$ cat src/rtl/core/cusf_pkg.sv
// ----------------------------------------------------------------------------
// cusf_pkg
// Shared types, codes and byte-shaping helpers for the camera UART framer.
// ----------------------------------------------------------------------------
package cusf_pkg;

  // Input actions
  localparam logic [1:0] ACT_FRAME     = 2'd0;
  localparam logic [1:0] ACT_PIXEL     = 2'd1;
  localparam logic [1:0] ACT_DBG_BEGIN = 2'd2;
  localparam logic [1:0] ACT_DBG_CHAR  = 2'd3;

  // Configuration register indexes
  localparam logic [1:0] REG_LINE_LENGTH  = 2'd0;
  localparam logic [1:0] REG_LINE_COUNT   = 2'd1;
  localparam logic [1:0] REG_PIXEL_FORMAT = 2'd2;

  // Queue commands passed from front to back
  localparam int unsigned CMD_W = 3;
  localparam logic [CMD_W-1:0] CMD_FRAME    = 3'd0;
  localparam logic [CMD_W-1:0] CMD_PIXEL    = 3'd1;
  localparam logic [CMD_W-1:0] CMD_DBG_HDR  = 3'd2;
  localparam logic [CMD_W-1:0] CMD_CHAR     = 3'd3;
  localparam logic [CMD_W-1:0] CMD_CHAR_SUM = 3'd4;

  // Framing constants
  localparam logic [7:0] MARKER_BYTE  = 8'h00;
  localparam logic [7:0] FRAME_LEN    = 8'h04;
  localparam logic [7:0] FRAME_CODE   = 8'h11;
  localparam logic [7:0] DEBUG_CODE   = 8'h13;
  localparam logic [7:0] MAX_TEXT     = 8'd254;
  localparam logic [7:0] HI_TEST_BIT  = 8'b0010_0000;
  localparam logic [7:0] HI_FORCE_BIT = 8'b0000_1000;
  localparam logic [7:0] LO_TEST_BIT  = 8'b0000_1000;
  localparam logic [7:0] LO_FORCE_BIT = 8'b0010_0000;
  localparam logic [7:0] LO_NZ_BIT    = 8'b0000_0001;

  // Command queue depth
  localparam int unsigned QDEPTH = 4;
  localparam int unsigned QPTR_W = $clog2(QDEPTH);
  localparam int unsigned QCNT_W = $clog2(QDEPTH + 1);

  // Reset values of the configuration registers
  localparam logic [9:0] LINE_LENGTH_RST  = 10'd320;
  localparam logic [9:0] LINE_COUNT_RST   = 10'd240;
  localparam logic [3:0] PIXEL_FORMAT_RST = 4'd1;

  typedef struct packed {
    logic [1:0] action;
    logic [7:0] data_byte;
    logic [7:0] text_length;
  } in_item_t;

  typedef struct packed {
    logic [7:0] tx_byte;
    logic       last;
  } out_item_t;

  typedef struct packed {
    logic [9:0] line_length;
    logic [9:0] line_count;
    logic [3:0] pixel_format;
  } cfg_t;

  typedef struct packed {
    logic [CMD_W-1:0] op;
    logic [7:0]       b0;
    logic [7:0]       b1;
  } cmd_t;

  typedef struct packed {
    logic full;
    logic empty;
  } q_stat_t;

  // High pixel byte: bit 5 set clears bit 3, else bit 3 is set
  function automatic logic [7:0] shape_high(input logic [7:0] b);
    shape_high = ((b & HI_TEST_BIT) != 8'h00) ? (b & ~HI_FORCE_BIT) : (b | HI_FORCE_BIT);
  endfunction

  // Low pixel byte: bit 3 copies into bit 5, bit 0 always set
  function automatic logic [7:0] shape_low(input logic [7:0] b);
    shape_low = ((b & LO_TEST_BIT) != 8'h00) ? (b | LO_FORCE_BIT | LO_NZ_BIT)
                                             : ((b & ~LO_FORCE_BIT) | LO_NZ_BIT);
  endfunction

  // Number of output bytes a command expands to
  function automatic logic [2:0] cmd_len(input logic [CMD_W-1:0] op);
    unique case (op)
      CMD_FRAME:    cmd_len = 3'd7;
      CMD_DBG_HDR:  cmd_len = 3'd3;
      CMD_CHAR_SUM: cmd_len = 3'd2;
      default:      cmd_len = 3'd1;
    endcase
  endfunction

endpackage

$ cat src/rtl/core/cusf_front.sv
// ----------------------------------------------------------------------------
// cusf_front
// Accepts input beats, tracks pixel phase and debug message state, and
// pushes one command per beat that produces output.
// ----------------------------------------------------------------------------
module cusf_front (
  input  logic                clk,
  input  logic                rst_n,
  input  logic                in_valid,
  output logic                in_stall,
  input  cusf_pkg::in_item_t  in_item,
  input  cusf_pkg::q_stat_t   q_stat,
  output logic                push,
  output cusf_pkg::cmd_t      push_cmd
);
  import cusf_pkg::*;

  logic       hbn_r, hbn_nxt;
  logic [7:0] sum_r, sum_nxt;
  logic [7:0] rem_r, rem_nxt;
  logic       accept;
  logic [7:0] tlen;
  logic [7:0] char_sum;

  assign in_stall = q_stat.full;
  assign accept   = in_valid && !q_stat.full;
  assign tlen     = (in_item.text_length > MAX_TEXT) ? MAX_TEXT : in_item.text_length;
  assign char_sum = sum_r ^ in_item.data_byte;

  // Classify the beat and build its command
  always_comb begin
    hbn_nxt  = hbn_r;
    sum_nxt  = sum_r;
    rem_nxt  = rem_r;
    push     = 1'b0;
    push_cmd = '{op: CMD_PIXEL, b0: in_item.data_byte, b1: 8'h00};
    if (accept) begin
      unique case (in_item.action)
        ACT_FRAME: begin
          push        = 1'b1;
          push_cmd.op = CMD_FRAME;
          hbn_nxt     = 1'b1;
          sum_nxt     = 8'h00;
          rem_nxt     = 8'h00;
        end
        ACT_PIXEL: begin
          push        = 1'b1;
          push_cmd.op = CMD_PIXEL;
          push_cmd.b0 = hbn_r ? shape_high(in_item.data_byte) : shape_low(in_item.data_byte);
          hbn_nxt     = ~hbn_r;
        end
        ACT_DBG_BEGIN: begin
          if (tlen == 8'h00) begin
            sum_nxt = 8'h00;
            rem_nxt = 8'h00;
          end else begin
            push        = 1'b1;
            push_cmd.op = CMD_DBG_HDR;
            push_cmd.b0 = tlen + 8'd1;
            sum_nxt     = DEBUG_CODE;
            rem_nxt     = tlen;
          end
        end
        default: begin
          // debug character; drop it when no message is open
          if (rem_r != 8'h00) begin
            push    = 1'b1;
            rem_nxt = rem_r - 8'd1;
            if (rem_r == 8'd1) begin
              push_cmd.op = CMD_CHAR_SUM;
              push_cmd.b1 = char_sum;
              sum_nxt     = 8'h00;
            end else begin
              push_cmd.op = CMD_CHAR;
              sum_nxt     = char_sum;
            end
          end
        end
      endcase
    end
  end

  always_ff @(posedge clk) begin
    if (!rst_n) begin
      hbn_r <= 1'b1;
      sum_r <= 8'h00;
      rem_r <= 8'h00;
    end else begin
      hbn_r <= hbn_nxt;
      sum_r <= sum_nxt;
      rem_r <= rem_nxt;
    end
  end

endmodule

$ cat src/rtl/core/cusf_cmd_fifo.sv
// ----------------------------------------------------------------------------
// cusf_cmd_fifo
// Short command queue between front and back; head is shown directly.
// ----------------------------------------------------------------------------
module cusf_cmd_fifo (
  input  logic               clk,
  input  logic               rst_n,
  input  logic               push,
  input  cusf_pkg::cmd_t     push_cmd,
  input  logic               pop,
  output cusf_pkg::cmd_t     head_cmd,
  output cusf_pkg::q_stat_t  q_stat
);
  import cusf_pkg::*;

  cmd_t              mem_r [QDEPTH];
  logic [QPTR_W-1:0] wr_ptr_r, wr_ptr_nxt;
  logic [QPTR_W-1:0] rd_ptr_r, rd_ptr_nxt;
  logic [QCNT_W-1:0] cnt_r, cnt_nxt;
  logic              do_push, do_pop;

  assign q_stat.full  = (cnt_r == QCNT_W'(QDEPTH));
  assign q_stat.empty = (cnt_r == '0);
  assign do_push      = push && !q_stat.full;
  assign do_pop       = pop && !q_stat.empty;
  assign head_cmd     = mem_r[rd_ptr_r];

  // Advance pointers and occupancy
  always_comb begin
    wr_ptr_nxt = do_push ? wr_ptr_r + QPTR_W'(1) : wr_ptr_r;
    rd_ptr_nxt = do_pop  ? rd_ptr_r + QPTR_W'(1) : rd_ptr_r;
    cnt_nxt    = cnt_r;
    if (do_push && !do_pop) begin
      cnt_nxt = cnt_r + QCNT_W'(1);
    end else if (do_pop && !do_push) begin
      cnt_nxt = cnt_r - QCNT_W'(1);
    end
  end

  always_ff @(posedge clk) begin
    if (!rst_n) begin
      wr_ptr_r <= '0;
      rd_ptr_r <= '0;
      cnt_r    <= '0;
    end else begin
      wr_ptr_r <= wr_ptr_nxt;
      rd_ptr_r <= rd_ptr_nxt;
      cnt_r    <= cnt_nxt;
    end
  end

  // Store the pushed command
  always_ff @(posedge clk) begin
    if (do_push) begin
      mem_r[wr_ptr_r] <= push_cmd;
    end
  end

endmodule

$ cat src/rtl/core/cusf_back.sv
// ----------------------------------------------------------------------------
// cusf_back
// Expands queued commands into UART bytes, one beat per cycle while a command
// is queued and out_stall is low, into an output register.
// ----------------------------------------------------------------------------
module cusf_back (
  input  logic                clk,
  input  logic                rst_n,
  input  cusf_pkg::cfg_t      cfg,
  input  cusf_pkg::cmd_t      head_cmd,
  input  cusf_pkg::q_stat_t   q_stat,
  output logic                pop,
  output logic                out_valid,
  input  logic                out_stall,
  output cusf_pkg::out_item_t out_item
);
  import cusf_pkg::*;

  logic [2:0] idx_r, idx_nxt;
  logic       out_valid_r, out_valid_nxt;
  out_item_t  out_item_r;
  logic       advance;
  logic       at_end;
  logic [7:0] w_lo, h_lo, packed_b, frame_sum;
  logic [7:0] byte_sel;

  assign advance = !q_stat.empty && (!out_valid_r || !out_stall);
  assign at_end  = (idx_r == cmd_len(head_cmd.op) - 3'd1);
  assign pop     = advance && at_end;

  // Frame header fields
  assign w_lo      = cfg.line_length[7:0];
  assign h_lo      = cfg.line_count[7:0];
  assign packed_b  = {cfg.pixel_format, cfg.line_count[9:8], cfg.line_length[9:8]};
  assign frame_sum = FRAME_CODE ^ w_lo ^ h_lo ^ packed_b;

  // Select the byte for the current step
  always_comb begin
    byte_sel = head_cmd.b0;
    unique case (head_cmd.op)
      CMD_FRAME: begin
        case (idx_r)
          3'd0:    byte_sel = MARKER_BYTE;
          3'd1:    byte_sel = FRAME_LEN;
          3'd2:    byte_sel = FRAME_CODE;
          3'd3:    byte_sel = w_lo;
          3'd4:    byte_sel = h_lo;
          3'd5:    byte_sel = packed_b;
          default: byte_sel = frame_sum;
        endcase
      end
      CMD_DBG_HDR: begin
        case (idx_r)
          3'd0:    byte_sel = MARKER_BYTE;
          3'd1:    byte_sel = head_cmd.b0;
          default: byte_sel = DEBUG_CODE;
        endcase
      end
      CMD_CHAR_SUM: byte_sel = (idx_r == 3'd0) ? head_cmd.b0 : head_cmd.b1;
      default:      byte_sel = head_cmd.b0;
    endcase
  end

  // Step through the command, load or drain the output register
  always_comb begin
    idx_nxt       = idx_r;
    out_valid_nxt = out_valid_r && out_stall;
    if (advance) begin
      idx_nxt       = at_end ? 3'd0 : idx_r + 3'd1;
      out_valid_nxt = 1'b1;
    end
  end

  always_ff @(posedge clk) begin
    if (!rst_n) begin
      idx_r       <= 3'd0;
      out_valid_r <= 1'b0;
    end else begin
      idx_r       <= idx_nxt;
      out_valid_r <= out_valid_nxt;
    end
  end

  always_ff @(posedge clk) begin
    if (advance) begin
      out_item_r <= '{tx_byte: byte_sel, last: at_end};
    end
  end

  assign out_valid = out_valid_r;
  assign out_item  = out_item_r;

  // Step counter rests at zero while no command is queued
  a_idle_idx: assert property (@(posedge clk) disable iff (!rst_n)
    q_stat.empty |-> idx_r == 3'd0)
    else $error("step counter not at zero with empty queue");

  // Step counter never runs past the command length
  a_idx_range: assert property (@(posedge clk) disable iff (!rst_n)
    !q_stat.empty |-> idx_r < cmd_len(head_cmd.op))
    else $error("step counter beyond command length");

  // Final step of a frame raises last on the next output beat
  a_frame_last: assert property (@(posedge clk) disable iff (!rst_n)
    (advance && head_cmd.op == CMD_FRAME && idx_r == 3'd6) |=> out_valid_r && out_item_r.last)
    else $error("frame checksum beat without last");

  // Popping a command only happens at its final step
  a_pop_end: assert property (@(posedge clk) disable iff (!rst_n)
    pop |-> at_end && !q_stat.empty)
    else $error("command popped before its last byte");

endmodule

$ cat src/rtl/core/camera_uart_stream_framer_top.sv
// ----------------------------------------------------------------------------
// camera_uart_stream_framer_top
// Frames a camera RGB565 byte stream and debug text into UART command bytes.
// ----------------------------------------------------------------------------
// Usage:
//   Input channel (in_valid / in_stall / in_item) carries one action per beat:
//   start frame, pixel byte, debug begin or debug character. Output channel
//   (out_valid / out_stall / out_item) carries one UART byte per beat, with
//   last set on the final byte produced by an input beat.
//   Configuration (cfg_we / cfg_index / cfg_wdata) sets width, height and
//   pixel format; write it only while the block is idle.
// Path: an accepted beat's command is written into the command queue; the
//   back end loads the output register from the queue head to offer a byte.
// Throughput: one input beat per cycle while the command queue is not full; a
//   start frame expands to seven output bytes, a debug begin to three, a
//   closing character to two. The back end emits one byte per cycle when not
//   stalled; a four-entry command queue lets the front end take beats meanwhile.
// Reset: rst_n clears the queue, output register, pixel phase (high byte
//   next) and any open debug message; configuration returns to 320x240, RGB565.
// Stall: out_stall holds the output beat; the queue fills and then in_stall
//   rises until the back end drains a command.
// ----------------------------------------------------------------------------
module camera_uart_stream_framer_top (
  input  logic                clk,
  input  logic                rst_n,
  input  logic                in_valid,
  output logic                in_stall,
  input  cusf_pkg::in_item_t  in_item,
  output logic                out_valid,
  input  logic                out_stall,
  output cusf_pkg::out_item_t out_item,
  input  logic                cfg_we,
  input  logic [1:0]          cfg_index,
  input  logic [9:0]          cfg_wdata
);
  import cusf_pkg::*;

  cfg_t    cfg_r, cfg_nxt;
  cmd_t    push_cmd, head_cmd;
  q_stat_t q_stat;
  logic    push, pop;

  // Decode configuration writes; unknown indexes are ignored
  always_comb begin
    cfg_nxt = cfg_r;
    if (cfg_we) begin
      unique case (cfg_index)
        REG_LINE_LENGTH:  cfg_nxt.line_length  = cfg_wdata;
        REG_LINE_COUNT:   cfg_nxt.line_count   = cfg_wdata;
        REG_PIXEL_FORMAT: cfg_nxt.pixel_format = cfg_wdata[3:0];
        default:          cfg_nxt = cfg_r;
      endcase
    end
  end

  always_ff @(posedge clk) begin
    if (!rst_n) begin
      cfg_r <= '{line_length: LINE_LENGTH_RST, line_count: LINE_COUNT_RST,
                 pixel_format: PIXEL_FORMAT_RST};
    end else begin
      cfg_r <= cfg_nxt;
    end
  end

  cusf_front u_front (
    .clk      (clk),
    .rst_n    (rst_n),
    .in_valid (in_valid),
    .in_stall (in_stall),
    .in_item  (in_item),
    .q_stat   (q_stat),
    .push     (push),
    .push_cmd (push_cmd)
  );

  cusf_cmd_fifo u_fifo (
    .clk      (clk),
    .rst_n    (rst_n),
    .push     (push),
    .push_cmd (push_cmd),
    .pop      (pop),
    .head_cmd (head_cmd),
    .q_stat   (q_stat)
  );

  cusf_back u_back (
    .clk       (clk),
    .rst_n     (rst_n),
    .cfg       (cfg_r),
    .head_cmd  (head_cmd),
    .q_stat    (q_stat),
    .pop       (pop),
    .out_valid (out_valid),
    .out_stall (out_stall),
    .out_item  (out_item)
  );

endmodule

$ cat config.mk
export PLATFORM = sky130hd
export DESIGN_NAME = camera_uart_stream_framer_top
export DESIGN_NICKNAME = d
export VERILOG_FILES = /design/src/rtl/core/cusf_pkg.sv /design/src/rtl/core/cusf_front.sv /design/src/rtl/core/cusf_cmd_fifo.sv /design/src/rtl/core/cusf_back.sv /design/src/rtl/core/camera_uart_stream_framer_top.sv
export SDC_FILE = /design/constraint.sdc
export NUM_CORES = 1
export LEC_CHECK = 0
export ABC_CLOCK_PERIOD_IN_PS = 3760
export BUFFER_PORTS_ARGS = -buffer_cell sky130_fd_sc_hd__buf_2
export CAP_MARGIN = 20
export CORE_MARGIN = 2
export CORE_UTILIZATION = 35
export CTS_CLUSTER_SIZE = 10
export DETAILED_ROUTE_END_ITERATION = 10
export GPL_ROUTABILITY_DRIVEN = 0
export GPL_TIMING_DRIVEN = 0
export HOLD_SLACK_MARGIN = 0.06
export PLACE_DENSITY = 0.58
export SLEW_MARGIN = 20
export SYNTH_ARGS = -nofsm -noshare
export SYNTH_HDL_FRONTEND = slang
export SYNTH_SLANG_ARGS = --single-unit
$ cat constraint.sdc
create_clock -name clk -period 3.76 [get_ports clk]
set_input_delay 0.376 -clock clk [delete_from_list [all_inputs] [get_ports clk]]
set_output_delay 0.376 -clock clk [all_outputs]
set_load 0.01 [all_outputs]
* Word level (Yosys, flattened, before mapping)
Memory sizes are Yosys's and may differ from the RTL's. A register that Yosys moved wholly into a read port is not among the register bits. Index checks and enable logic that the tools add are counted.
Word-level totals: register bits 61, bits in writable memories 76, output and inout port bits 11, memories 1
Memories:
- u_fifo.mem_r | words 4, bits a word 19, rd ports 1, clocked after memory_dff 1, wr ports 1, line cusf_cmd_fifo.sv:16 | cmd_t mem_r [QDEPTH];
Cells by class: $add $sub $neg 8, magnitude comparators 1, equality and inequality tests 14, mux-type cells 38, bitwise operators 6, reduce and logical (&&, ||, !) cells 32
Operators with widths (number):
- $mux W8 | 9
- $pmux W8 S3 | 3
- $pmux W8 S6 | 1
- $pmux W8 S2 | 2
- $xor A8 B8 Y8 | 3
- $mux W19 | 1
- $mux W6 | 3
- $pmux W3 S3 | 2
- $mux W3 | 5
- $eq A3 B3 Y1 const B | 4
- $mux W10 | 1
- $eq A3 B2 Y1 const B | 3
- $logic_not A3 Y1 | 3
- $add A8 B1 Y8 const B | 1
- $eq A8 B1 Y1 const B | 1
- $gt A8 B8 Y1 const B | 1
- $logic_and A1 B1 Y1 | 8
- $logic_not A8 Y1 | 1
- $reduce_and A2 Y1 | 4
- $reduce_bool A8 Y1 | 1
- $sub A8 B1 Y8 const B | 1
- $add A3 B1 Y3 const B | 2
- $logic_not A1 Y1 | 6
- $mux W1 | 6
- 18 further kinds | 27

* Longest topological paths before layout
depth after elaboration 11, mapped depth 12, mapped depth without buffers 11

* Hierarchy
Synthesis repeated with hierarchy kept, for this count alone.
Unflattened totals: cell total of the unflattened synthesis 574, area total of the unflattened synthesis 6964.2 µm²
By module, submodules not included:
- cusf_cmd_fifo | times used 1, cells an instance 147, area an instance 3251.9 µm², seq. area each 2462.4 µm²
- cusf_front | times used 1, cells an instance 216, area an instance 1627.8 µm², seq. area each 340.3 µm²
- cusf_back | times used 1, cells an instance 116, area an instance 1124.8 µm², seq. area each 350.3 µm²
- camera_uart_stream_framer_top | times used 1, cells an instance 95, area an instance 959.7 µm², seq. area each 480.5 µm²

* Worst setup path after synthesis
OpenSTA, ideal clock, no wires.
kind register -> register, start register (tool-made name), end register u_fifo.cnt_r[2], library setup time 0.076 ns, arrival time 2.825 ns, required time 3.684 ns, slack 0.860 ns, stages on the path, launching flop included 13, buffers on the path 1, period minus slack after synthesis 2.900 ns, cell sequence dfxtp_1 buf_6 mux4_2 a21o_1 nand3_1 o211ai_2 nand2_1 ha_1 inv_1 fa_1 xor2_1 or3_1 a21boi_0
RTL lines:
- to (signal assigned) | line cusf_cmd_fifo.sv:48 | cnt_r <= cnt_nxt;
- to (decl) | line cusf_cmd_fifo.sv:19 | logic [QCNT_W-1:0] cnt_r, cnt_nxt;

==> summary.md <==
| Metric | Value |
|---|---|
| Crit start category | flip-flop |
| EDFF count, synth | 85 |
| Synthesized netlist cell count | ~600 |
| Syn Nets | between 600 and 700 |
| Vias per cell | approximately 5.2 |
| Final hold violation count | 0 |
| Mapped cell area | between 6000 and 7000 µm² |
| Worst-path clk slew | roughly 60 ps |
| Drt wl/cell | between 15 and 20 µm |
| Initial DRT Pass Iterations | 5 |
| CTS Hold Buffers Added | 0 |
| Fmax | between 0.3 and 0.4 GHz |
| Synth top area cells | edfxtp_1 37%, dfxtp_1 16%, mux4_2 4.6% |
| Crit. End Element | flip-flop |
| RSZ-0062 raised after global routing | no |
| Hold path start | cfg_wdata[6] |
| Worst path arrival time | about 3700 ps |
| Largest family of logic cells by synthesized area | simple AND/OR/NAND/NOR gates |
| Adder-cell share of the synthesized area | 0.0337 |
| Synth Area in Simple Gates | 0.137 |
| Area growth syn-to-layout | 16.7% |
| Pleak | approximately 3 nW |
| Crit path time final | between 3000 and 4000 ps |
| Synth area leader | edfxtp_1 |
| Post-synth top area share | 0.370 |
| Inserted Clock Buffers | 17 |
| I/O Buffers | 43 |
| Final antenna-violating net count | 0 |
| Gr usage total | 0.169 |
| Largest net degree at the start of global routing | 20 |
| Mux share of post-synthesis cell area | 0.110 |
| Mean post-synth cell area | 11.6 µm² |
| Worst Tran Pin Value | approximately 1100 ps |
| # H-tree levels | 4 |
| Setup violators final | 0 |
| Area of the multi-input gates | 3080 µm² |
| Post-CTS Setup Repair Bufs | 0 |
| CP Data Required Time | 4110 ps |
| Die Width | about 140 µm |
| Synth warn | 0 |
| Worst-path maximum fanout | 10 |
| CTS root buffer | clkbuf_16 |
| Die Span Y | around 140 µm |
| Status | finished clean |
| Drt first-iter violations | between 300 and 400 |
| CTS tree | built |
| Final total power | approximately 5 mW |
| Sink Count | 139 |
| Most common cell after layout, fill and taps aside | edfxtp_1 |
| Site Rows | just over 50 |
| First-pass GRT wire length | about 26000 µm |
| Async S/R FF share, synth | 0 |
| Post-route DRC | 0 |
| Seq cells post-synth | roughly 140 |
| Final Util | 0.415 |
| Post-synthesis cell type count | 63 |
| Critical-path cell list | buf_6 -> mux4_2 -> a21o_1 -> nand3_1 -> o211ai_2 -> nand2_1 -> ha_1 -> inv_1 -> fa_1 -> xor2_1 -> or3_1 -> a21boi_0 |
| VDD IR max | between 0.0004 and 0.0005 V |
| Hold Crit Class | input pin to flip-flop |
| Max-slew violation count | 0 |
| Slowest library cell on the worst path | mux4_2 |
| Vias in the first global route | between 4000 and 5000 |
| Commonest cells after routing, fill and taps aside | 85 x edfxtp_1, 64 x nand2_1, 54 x dfxtp_1 |
| Slew margin rel. | 0.293 |
| Share of layout cells above drive strength 1 | 0.161 |
| ANT cells | 0 |
| P per Cell Area | approximately 640 nW/µm² |
| Clock skew | between 10 and 15 ps |
| IO Pins | 46 |
| Compound-gate portion of the synthesized area | 0.132 |
| Core area | 19400 µm² |
| Critical path's largest stage delay | 640 ps |
| Sequential cell area fraction in the yosys report | 0.526 |
| Register area | about 3600 µm² |
| Fill count | approximately 1900 |
| Crit Path Class | flip-flop to flip-flop |
| Setup tns final | 0 ps |
| Die area | around 21000 µm² |
| Post-CTS sizing | 0 |
| Via count | slightly below 5000 |
| Initial core utilization | 0.356 |
| Worst skew pair latency | approximately 430 ps |
| Dominant synthesized flop cell | edfxtp_1 |
| Antenna violations before repair | 0 |
| Period utilization | 0.877 |
| Max clock buf depth | 2 |
| Drt total wl | between 15000 and 20000 µm |
| Grt total ovfl | 0 |
| Final HPWL DP | about 12000 µm |
| Maxcap violations | 0 |
| Nets | slightly above 700 |
| Post-Synth XOR/XNOR Area | 0.0343 |
## cells in the mapped netlist, types with 4 or more instances
cell,n
dfxtp_1,54
clkbuf_1,21
o21ai_0,29
xor2_1,10
nand2b_1,14
a21oi_1,18
ha_1,17
nor2b_1,21
o211ai_1,5
a221oi_1,4
o211a_1,6
and2_1,12
or4_1,4
nor3b_1,4
edfxtp_1,85
nor3_1,4
xnor2_1,17
nand2_1,64
a22o_1,4
inv_1,20
a21boi_0,12
mux2_2,9
nor2_1,32
a221o_1,5
a22oi_1,11
nand3_1,13
a31oi_1,5
a21o_1,5
nand3b_1,6
mux2i_1,21
mux4_1,5
mux4_2,14
## path summary, 6_finish.rpt
path	to	slack, ps	cells after the start
max	u_fifo.cnt_r[2]	460	12
min	cfg_r[10]	180	3
max reg2reg	u_fifo.cnt_r[2]	460	12
min reg2reg	cfg_r[12]	480	2
## logic make-up (layout without fill, tap and decap cells)
group	Yosys count	after routing
DFF	139	139
buffers and inverters	46	121
AOI/OAI and AO/OA	129	129
and+or+nand+nor	187	187
muxes	49	49
xor gates and xnor gates	27	27
adders and majority gates	18	18
## layer usage
layer	global-route usage	up-vias	part of all wire
li1	-	2336	-
met1	0.213	2409	0.44
met2	0.281	119	0.49
met3	0.0397	26	0.042
met4	0.0690	0	0.023
met5	0	-	0
## area by class of cell
cell class / instances / share of cell area
multi-input combinational: 410 / 0.383
clock buffer: 17 / 0.0528
inverter: 20 / 0.00932
timing repair buffer: 43 / 0.0267
clock inverter: 15 / 0.0227
tap: 265 / 0.0411
sequential: 139 / 0.451
buffer: 26 / 0.0138
## report_power, final
part	leakage, nW	switching, mW	internal, mW	total [mW]
registers	1.26	0.108	1.85	1.96
logic	1.40	0.836	0.639	1.48
clock network	0.295	0.709	1.00	1.71
total	2.95	1.65	3.49	5.14
## critical path: cells and delay by family, from the launching register on
family | cells | cell delay [ps]
AO/OA/AOI/OAI | 3 | 580
XOR/XNOR | 1 | 150
adder cells (fa/ha/maj) | 2 | 600
buffers and inverters | 2 | 250
flip-flops | 1 | 360
multiplexers | 1 | 640
AND/OR/NAND/NOR | 3 | 630
## through the flow
stage	instances	setup slack, ps	cell area [µm²]	hold slack, ps
floorplan	595	860	6900	448
global route	935	256	8060	187
global placement	903	502	7450	458
detailed placement	903	462	7450	470
CTS	935	445	8060	168
finish	935	462	8060	178
## state kept, by name, indices dropped and copies added (netlist names), named ones only
signal and count:
u_fifo.mem_r 76, u_back.out_item 9, cfg_r 24, u_front.sum_r 8, u_fifo.rd_ptr_r 2, u_fifo.wr_ptr_r 2, u_back.out_valid 1, u_front.hbn_r 1
u_fifo.cnt_r 3, u_front.rem_r 8, u_back.idx_r 3
Power figures use the tool's default switching activity.
